### src/rtl/core/pslc_pkg.sv
`default_nettype none
package pslc_pkg;
  localparam int LINE_LEN = 11;
  localparam int POS_W = $clog2(LINE_LEN + 1);

  typedef enum logic [2:0] {
    F_RX    = 3'd0,
    F_TICK  = 3'd1,
    F_CMD   = 3'd2,
    F_SHUT  = 3'd3,
    F_POWER = 3'd4
  } func_t;

  typedef enum logic [1:0] {
    K_TX     = 2'd0,
    K_REPORT = 2'd1,
    K_RELAY  = 2'd2
  } kind_t;

  typedef enum logic [1:0] {
    J_NONE   = 2'd0,
    J_REPORT = 2'd1,
    J_CMD    = 2'd2,
    J_LAMPQ  = 2'd3
  } job_kind_t;

  typedef enum logic [1:0] {
    PQ_LAMP = 2'd0,
    PQ_SRC  = 2'd2,
    PQ_NONE = 2'd3
  } pq_t;

  typedef enum logic [1:0] {
    B_IDLE = 2'd0,
    B_RUN  = 2'd1,
    B_FIN  = 2'd2
  } bstate_t;

  // job: one front decision for the back part to stream out
  typedef struct packed {
    job_kind_t   jk;
    logic        src_q;      // lamp-query job variant: source query
    logic [2:0]  rid;
    logic [1:0]  rlen;
    logic [13:0] rval;
    logic        relay;      // relay-off after the report
    logic [6:0]  code;       // command code
  } job_t;

  localparam int QDEPTH = 2;

  function automatic logic [7:0] cmd_code(input logic [3:0] i);
    case (i)
      4'd0: cmd_code = 8'd1;   4'd1: cmd_code = 8'd2;
      4'd2: cmd_code = 8'd47;  4'd3: cmd_code = 8'd30;
      4'd4: cmd_code = 8'd31;  4'd5: cmd_code = 8'd15;
      4'd6: cmd_code = 8'd18;  4'd7: cmd_code = 8'd19;
      4'd8: cmd_code = 8'd50;  4'd9: cmd_code = 8'd8;
      4'd10: cmd_code = 8'd9;  4'd11: cmd_code = 8'd10;
      4'd12: cmd_code = 8'd11; 4'd13: cmd_code = 8'd12;
      default: cmd_code = 8'd0;
    endcase
  endfunction

  function automatic logic [7:0] lamp_q(input logic [3:0] i);
    case (i)
      4'd0: lamp_q = "*"; 4'd1: lamp_q = " "; 4'd2: lamp_q = "0";
      4'd3: lamp_q = " "; 4'd4: lamp_q = "L"; 4'd5: lamp_q = "a";
      4'd6: lamp_q = "m"; 4'd7: lamp_q = "p"; 4'd8: lamp_q = " ";
      4'd9: lamp_q = "?"; default: lamp_q = 8'h0d;
    endcase
  endfunction

  function automatic logic [7:0] src_q(input logic [3:0] i);
    case (i)
      4'd0: src_q = "*"; 4'd1: src_q = " "; 4'd2: src_q = "0";
      4'd3: src_q = " "; 4'd4: src_q = "S"; 4'd5: src_q = "r";
      4'd6: src_q = "c"; 4'd7: src_q = " "; 4'd8: src_q = "?";
      default: src_q = 8'h0d;
    endcase
  endfunction

  function automatic logic [7:0] cmd_pre(input logic [3:0] i);
    case (i)
      4'd0: cmd_pre = "*"; 4'd1: cmd_pre = " "; 4'd2: cmd_pre = "0";
      4'd3: cmd_pre = " "; 4'd4: cmd_pre = "I"; 4'd5: cmd_pre = "R";
      4'd6: cmd_pre = " "; default: cmd_pre = "0";
    endcase
  endfunction

  function automatic logic is_dig(input logic [7:0] c);
    is_dig = (c >= 8'h30) && (c <= 8'h39);
  endfunction
endpackage
`default_nettype wire

### src/rtl/core/pslc_front.sv
`default_nettype none
module pslc_front (
  input  wire logic              clk,
  input  wire logic              rst,
  input  wire logic              push,
  output logic                   full,
  input  wire logic [2:0]        func,
  input  wire logic [7:0]        arg,
  input  wire logic              cfg_we,
  input  wire logic [0:0]        cfg_index,
  input  wire logic [5:0]        cfg_data,
  output pslc_pkg::job_t         job,
  output logic                   job_valid,
  input  wire logic              job_ready
);
  logic [5:0] poll_limit, source_query_point;
  logic [7:0] line_store [pslc_pkg::LINE_LEN];
  logic [pslc_pkg::POS_W-1:0] line_pos;
  logic lamp_on, shutdown_pending, power_on;
  logic [7:0] current_source;
  logic [1:0] pending_query;
  logic [5:0] tick_count;

  logic take;
  logic [7:0] b [pslc_pkg::LINE_LEN];
  logic [pslc_pkg::POS_W-1:0] pos_w, pos_inc;
  logic eol;
  logic [13:0] hours;
  logic [7:0] dv;
  logic lamp_next;
  logic [7:0] src_next;
  logic [5:0] tick_next;
  logic lq, sq;

  assign full = job_valid && !job_ready;
  assign take = push && !full;

  always_comb begin
    pos_w = (line_pos >= pslc_pkg::POS_W'(pslc_pkg::LINE_LEN)) ? '0 : line_pos;
    pos_inc = pos_w + 1'b1;
    for (int i = 0; i < pslc_pkg::LINE_LEN; i++)
      b[i] = (pslc_pkg::POS_W'(i) == pos_w) ? arg : line_store[i];
    eol = (arg == 8'h0d) || (pos_inc == pslc_pkg::POS_W'(pslc_pkg::LINE_LEN));
    hours = '0;
    if (pslc_pkg::is_dig(b[0])) begin
      hours = 14'(b[0] - 8'h30);
      if (pslc_pkg::is_dig(b[1])) begin
        hours = 14'(hours * 10 + 14'(b[1] - 8'h30));
        if (pslc_pkg::is_dig(b[2])) begin
          hours = 14'(hours * 10 + 14'(b[2] - 8'h30));
          if (pslc_pkg::is_dig(b[3]))
            hours = 14'(hours * 10 + 14'(b[3] - 8'h30));
        end
      end
    end
    dv = b[3] - 8'h30;
    lamp_next = (b[5] == "0") ? 1'b0 : (b[5] == "1") ? 1'b1 : lamp_on;
    src_next = b[4] - 8'h30;
    lq = power_on && (tick_count > poll_limit);
    tick_next = lq ? 6'd0 : power_on ? tick_count + 6'd1 : tick_count;
    sq = !lq && shutdown_pending && !lamp_on && (tick_next == source_query_point);
  end

  always_ff @(posedge clk) begin
    if (job_valid && job_ready) job_valid <= 1'b0;
    if (cfg_we) begin
      if (cfg_index == 1'b0) poll_limit <= cfg_data;
      else source_query_point <= cfg_data;
    end
    if (take) begin
      job <= '0;
      case (pslc_pkg::func_t'(func))
        pslc_pkg::F_RX: begin
          line_pos <= eol ? '0 : pos_inc;
          for (int i = 0; i < pslc_pkg::LINE_LEN; i++) line_store[i] <= b[i];
          if (eol) begin
            case (b[0])
              "R": ;
              "L": if (b[1] == "a" && b[2] == "m" && b[3] == "p") begin
                lamp_on <= lamp_next;
                job_valid <= 1'b1;
                job.jk <= pslc_pkg::J_REPORT;
                job.rid <= 3'd1; job.rlen <= 2'd2; job.rval <= 14'(lamp_next);
              end
              "S": if (b[1] == "r" && b[2] == "c") begin
                current_source <= src_next;
                job_valid <= 1'b1;
                job.jk <= pslc_pkg::J_REPORT;
                job.rid <= 3'd2; job.rlen <= 2'd2; job.rval <= 14'(src_next);
                if (shutdown_pending && !lamp_on && src_next != 0) begin
                  job.relay <= 1'b1; shutdown_pending <= 1'b0;
                end
              end
              "*": begin
                job_valid <= 1'b1;
                job.jk <= pslc_pkg::J_REPORT;
                job.rid <= 3'd5; job.rlen <= 2'd2; job.rval <= 14'(dv);
                if (pending_query == pslc_pkg::PQ_SRC && dv == 8'd1
                    && shutdown_pending && !lamp_on) begin
                  job.relay <= 1'b1; shutdown_pending <= 1'b0;
                end
                pending_query <= pslc_pkg::PQ_NONE;
              end
              default: if (pslc_pkg::is_dig(b[0]) && pslc_pkg::is_dig(b[1])) begin
                line_store[4] <= 8'd0;
                job_valid <= 1'b1;
                job.jk <= pslc_pkg::J_REPORT;
                job.rid <= 3'd3; job.rlen <= 2'd3; job.rval <= hours;
              end
            endcase
          end
        end
        pslc_pkg::F_TICK: begin
          tick_count <= tick_next;
          if (lq) begin
            pending_query <= pslc_pkg::PQ_LAMP;
            job_valid <= 1'b1; job.jk <= pslc_pkg::J_LAMPQ;
          end else if (sq) begin
            pending_query <= pslc_pkg::PQ_SRC;
            job_valid <= 1'b1; job.jk <= pslc_pkg::J_LAMPQ; job.src_q <= 1'b1;
          end
        end
        pslc_pkg::F_CMD: if (arg < 8'd13) begin
          job_valid <= 1'b1; job.jk <= pslc_pkg::J_CMD;
          job.code <= (arg == 8'd0) ? (lamp_on ? 7'd2 : 7'd1)
                    : 7'(pslc_pkg::cmd_code(4'(arg + 8'd1)));
        end
        pslc_pkg::F_SHUT: begin
          shutdown_pending <= 1'b1;
          if (power_on && lamp_on) begin
            job_valid <= 1'b1; job.jk <= pslc_pkg::J_CMD; job.code <= 7'd2;
          end
        end
        pslc_pkg::F_POWER: power_on <= (arg != 8'd0);
        default: ;
      endcase
    end
    if (rst) begin
      poll_limit <= 6'd50; source_query_point <= 6'd20;
      for (int i = 0; i < pslc_pkg::LINE_LEN; i++) line_store[i] <= 8'd0;
      line_pos <= '0; lamp_on <= 1'b0; current_source <= 8'd0;
      pending_query <= pslc_pkg::PQ_NONE; tick_count <= 6'd0;
      shutdown_pending <= 1'b0; power_on <= 1'b0; job_valid <= 1'b0;
    end
  end
endmodule
`default_nettype wire

### src/rtl/core/pslc_back.sv
`default_nettype none
module pslc_back (
  input  wire logic          clk,
  input  wire logic          rst,
  input  wire pslc_pkg::job_t job,
  input  wire logic          job_valid,
  output logic               job_ready,
  output logic               empty,
  input  wire logic          pop,
  output logic [1:0]         kind,
  output logic [7:0]         tx_byte,
  output logic [2:0]         report_id,
  output logic [1:0]         report_len,
  output logic [13:0]        report_value,
  output logic               last
);
  pslc_pkg::job_t cur;
  logic busy;
  logic [3:0] idx;
  logic [3:0] nlast;
  logic [7:0] byte_w;
  logic emit;
  logic [6:0] tens;

  assign job_ready = !busy;
  assign emit = busy && (empty || pop);

  always_comb begin
    tens = (cur.code >= 7'd50) ? 7'd5 : (cur.code >= 7'd40) ? 7'd4 :
           (cur.code >= 7'd30) ? 7'd3 : (cur.code >= 7'd20) ? 7'd2 :
           (cur.code >= 7'd10) ? 7'd1 : 7'd0;
    nlast = 4'd0;
    byte_w = 8'd0;
    case (cur.jk)
      pslc_pkg::J_REPORT: nlast = cur.relay ? 4'd1 : 4'd0;
      pslc_pkg::J_CMD: begin
        nlast = 4'd10;
        if (idx < 4'd8) byte_w = pslc_pkg::cmd_pre(idx);
        else if (idx == 4'd8) byte_w = 8'h30 + 8'(tens);
        else if (idx == 4'd9) byte_w = 8'h30 + 8'(cur.code - 7'(tens * 10));
        else byte_w = 8'h0d;
      end
      pslc_pkg::J_LAMPQ: begin
        nlast = cur.src_q ? 4'd9 : 4'd10;
        byte_w = cur.src_q ? pslc_pkg::src_q(idx) : pslc_pkg::lamp_q(idx);
      end
      default: ;
    endcase
  end

  always_ff @(posedge clk) begin
    if (pop && !empty) empty <= 1'b1;
    if (!busy && job_valid) begin
      cur <= job; busy <= 1'b1; idx <= 4'd0;
    end
    if (emit) begin
      empty <= 1'b0;
      last <= (idx == nlast);
      tx_byte <= 8'd0; report_id <= 3'd0; report_len <= 2'd0; report_value <= 14'd0;
      if (cur.jk == pslc_pkg::J_REPORT && idx == 4'd0) begin
        kind <= pslc_pkg::K_REPORT;
        report_id <= cur.rid; report_len <= cur.rlen; report_value <= cur.rval;
      end else if (cur.jk == pslc_pkg::J_REPORT) begin
        kind <= pslc_pkg::K_RELAY;
      end else begin
        kind <= pslc_pkg::K_TX; tx_byte <= byte_w;
      end
      idx <= idx + 4'd1;
      if (idx == nlast) busy <= 1'b0;
    end
    if (rst) begin
      busy <= 1'b0; empty <= 1'b1;
    end
  end
endmodule
`default_nettype wire

### src/rtl/core/projector_serial_link_controller.sv
`default_nettype none
// Projector serial-link controller.
// Input channel: push/full with func and arg; one item per accepted push.
// Config: cfg_we writes cfg_index (0 poll_limit, 1 source_query_point)
// from cfg_data; users must write only while idle (the block never checks).
// Result channel: empty/pop; kind, tx_byte, report fields and last show the
// oldest result while empty is low; last flags the final result of an item.
// The front part decodes an item and holds one decoded job; the back part
// loads that job once idle and streams it out, one result per cycle while
// the result channel is empty or popped.
// A command or query gives 11 (source query 10) bytes, a report one or two
// results. An item passes the front job register and the back part's
// current-job register before its results reach the output registers;
// the back part loads a new job only after the last result of its job.
// A stalled result (pop low) holds the back part; the front part keeps
// taking items until its job register is full, then raises full.
// Reset (rst, synchronous) clears control state, restores config defaults.
module projector_serial_link_controller (
  input  wire logic        clk,
  input  wire logic        rst,
  input  wire logic        push,
  output logic             full,
  input  wire logic [2:0]  func,
  input  wire logic [7:0]  arg,
  input  wire logic        cfg_we,
  input  wire logic [0:0]  cfg_index,
  input  wire logic [5:0]  cfg_data,
  output logic             empty,
  input  wire logic        pop,
  output logic [1:0]       kind,
  output logic [7:0]       tx_byte,
  output logic [2:0]       report_id,
  output logic [1:0]       report_len,
  output logic [13:0]      report_value,
  output logic             last
);
  pslc_pkg::job_t job;
  logic job_valid, job_ready;

  pslc_front u_front (
    .clk, .rst, .push, .full, .func, .arg, .cfg_we, .cfg_index, .cfg_data,
    .job, .job_valid, .job_ready
  );

  pslc_back u_back (
    .clk, .rst, .job, .job_valid, .job_ready, .empty, .pop, .kind, .tx_byte,
    .report_id, .report_len, .report_value, .last
  );
endmodule
`default_nettype wire
### config.mk
export PLATFORM = sky130hd
export DESIGN_NAME = projector_serial_link_controller
export DESIGN_NICKNAME = d
export VERILOG_FILES = /design/src/rtl/core/pslc_pkg.sv /design/src/rtl/core/pslc_front.sv /design/src/rtl/core/pslc_back.sv /design/src/rtl/core/projector_serial_link_controller.sv
export SDC_FILE = /design/constraint.sdc
export NUM_CORES = 1
export LEC_CHECK = 0
export BUFFER_PORTS_ARGS = -buffer_cell sky130_fd_sc_hd__buf_2
export CAP_MARGIN = 20
export CORE_ASPECT_RATIO = 1.25
export CORE_MARGIN = 2
export CORE_UTILIZATION = 29
export DETAILED_ROUTE_END_ITERATION = 6
export GPL_ROUTABILITY_DRIVEN = 0
export SETUP_SLACK_MARGIN = 0.15
export SYNTH_ARGS = -nofsm -noshare
export SYNTH_HDL_FRONTEND = slang
export SYNTH_SLANG_ARGS = --single-unit
### constraint.sdc
create_clock -name clk -period 24 [get_ports clk]
set_input_delay 3.6 -clock clk [delete_from_list [all_inputs] [get_ports clk]]
set_output_delay 3.6 -clock clk [all_outputs]
set_load 0.01 [all_outputs]
==> impl_metrics.ini <==
[yosys]
synth-async-reset-ratio = 0
syn_inst = 1464
ys_ff_latch = 184
synth.avg_cell_area_sq_um = 9.04
synth_cell_types = 80
synth_edf_count = 92
seq_area_frac_synth = 0.348
yosysWarnings = 0
synth_flop_cell = edfxtp_1
netlist_area_sq_um = 13200
syn_nets = 1633
yosysTopAreaCell = edfxtp_1
synth_area_leaders = edfxtp_1, dfxtp_1, ha_1, mux2i_1, nor2_1
yosys.area.top_type_share = 0.209

[sta]
grt_setup_unrepaired = false
fin_crit_sh = 0.440
skew_ns = 0.0168
hold_viol_final = 0
final_max_slew_viol_count = 0
slew_headroom = 0.310
max_freq_mhz = 94.7
worst_slew_pin_slew_ns = 1.03
timing.setup.tns_ns = 0
setup_viol = 0
min_period_ns = 10.56

[detailed_routing]
wl_per_cell_microns = 14.9
drcViolationCount = 0
wirelength_mm = 31.0
num_vias = 10500
first_iter_violations = 601
viasPerCell = 5.05
drtAntennaViolNets = 0
first_pass_iters = 5

[clocking]
path_clk_slew_ns = 0.08
ctsResizeCount = 0
htree_levels = 4
clk-insertion-delay-late_ns = 0.46
cts_setup_buffers = 0
cts_buffer_depth = 2
cts_tree = done
root_buffer = clkbuf_16
numCtsBuffers = 17
cts_sinks = 184
ctsHoldBuffers = 0

[critical_path]
crit_family = adder cells
cp.arrival_ns = 10.83
slowest_stage = mux2i_1
cp-end-kind = register
worstPathRequired_ns = 24.26
crit_buf_inv = 3
reg2reg_from = u_front.line_pos[3]
worstSetupPathType = in2reg
cpPeakStageDelay_ns = 0.49
path_max_fanout = 10
worst_setup_path_start_kind = input port
cpMostUsedCell = ha_1
crit_start = arg[4]

[global_routing]
globalRouteTotalUtil = 0.131
grt_max_degree = 72
antenna_found_initial = 5
grt_pass1_vias = 10200
grt_overflow_total = 0
grt_pass1_wl_mm = 50.6

[final_layout]
fin_nets = 1652
final_cell_mix = nor2_1, ha_1, nand2_1
area_growth_pct = 10.5
drive_gt1_frac = 0.0889
final_common_cell = nor2_1
stdcell_count = 2076

[run]
max-cap-violations = 0

[placed_design]
portBuffers = 54
hpwl_mm = 23.6
dp_cells = 2042

[floorplan]
fp.dieW_microns = 195
die_y_microns = 243
core_sq_um = 45100
num_rows = 87
die-area_sq_um = 47400
io-pin-count = 55
start_util = 0.294

[worst_hold_path]
worstHoldStart = u_front.job[29]
hp-class = reg2reg

[run_status]
status = finished, final reports clean
==> per-layer routing <==
metal,wire length (microns),vias up,part of all wire,track usage
met2,15400,239,0.50,0.235
met4,1240,8,0.040,0.0658
met1,12900,4921,0.42,0.150
met5,54,-,0.0017,0
met3,1360,71,0.044,0.0229
li1,-,5246,-,-
==> path summary, 6_finish.rpt <==
kind                                         to  slack [ns]  cells after the start
worst min-delay path             u_back.cur[29]        0.41                      0
worst max-delay path            u_front.job[20]       13.44                     30
worst min register to register   u_back.cur[29]        0.41                      0
worst max register to register  u_front.job[20]       14.70                     36
==> worst register-to-register path: cells and delay by family, from the launching register on <==
kind / cells / cell delay [ns]
fa+ha+maj: 11 / 3.27
xor+xnor: 7 / 1.46
compound gates: 7 / 1.45
simple gates: 4 / 0.78
buf+inv: 5 / 0.76
flops: 1 / 0.74
mux: 2 / 0.66
==> sequential cells by signal (all words and copies together), names as in the netlist, 2 cells and up, named ones only <==
signal / cells
u_front.line_store: 48
u_back.cur: 29
u_front.job: 29
u_back.report_value: 14
u_back.tx_byte: 8
u_front.poll_limit: 6
u_front.source_query_point: 6
u_front.tick_count: 6
u_back.idx: 4
u_front.line_pos: 4
u_back.report_id: 3
u_back.kind: 2
u_back.report_len: 2
u_front.pending_query: 2
==> metrics by stage <==
step | hold slack (ns) | utilization | setup WS, ns | instance area (sq um)
floorplan | 0.400 | - | 13.56 | 13200
CTS | 0.415 | 0.325 | 13.40 | 14600
finish | 0.411 | 0.325 | 13.44 | 14600
global placement | 0.401 | 0.311 | 13.14 | 14000
global route | 0.422 | 0.325 | 12.88 | 14600
detailed placement | 0.405 | 0.311 | 12.96 | 14000
==> cell usage after synthesis (4+ instances only) <==
library cell / n
or2_2: 5
edfxtp_1: 92
nor3_1: 34
ha_1: 139
o211ai_1: 5
fa_1: 7
o21a_1: 11
nand2b_1: 22
nor3b_1: 7
xnor2_1: 60
buf_1: 7
a31oi_1: 9
nand3b_1: 5
o21bai_1: 11
mux2i_1: 62
a21o_1: 27
nor2_1: 155
o22ai_1: 11
a21oi_1: 112
o21ai_0: 53
and3_1: 10
and2_1: 24
nand2_1: 116
mux2_2: 11
a211oi_4: 4
nand3_1: 40
o31ai_1: 4
nor2b_1: 21
inv_1: 91
a211o_1: 6
a21boi_0: 6
buf_6: 6
a211oi_1: 31
nand4_1: 11
clkbuf_1: 46
xor2_1: 33
or4_1: 4
or3_1: 6
dfxtp_1: 92
==> cells by family after synthesis <==
logic type                 count (synthesis)  synth area share
buffers and inverters                    156            0.0485
AOI/OAI and AO/OA                        332             0.167
muxes                                     75            0.0579
xor gates and xnor gates                  94            0.0633
and+or+nand+nor                          477             0.174
DFF                                      184             0.348
adders and majority gates                146             0.142
==> layout make-up <==
class                      instances  area (sq um)
antenna                            2          5.00
clock buffer                      19           443
clock inverter                    13           154
fill                            4705         30400
inverter                          92           345
multi-input combinational       1124          8010
sequential                       184          4600
tap                              578           723
timing repair buffer              64           345
Power is not shown: default switching activity piles up to over one toggle a cycle in this logic, so the estimate is an artifact.
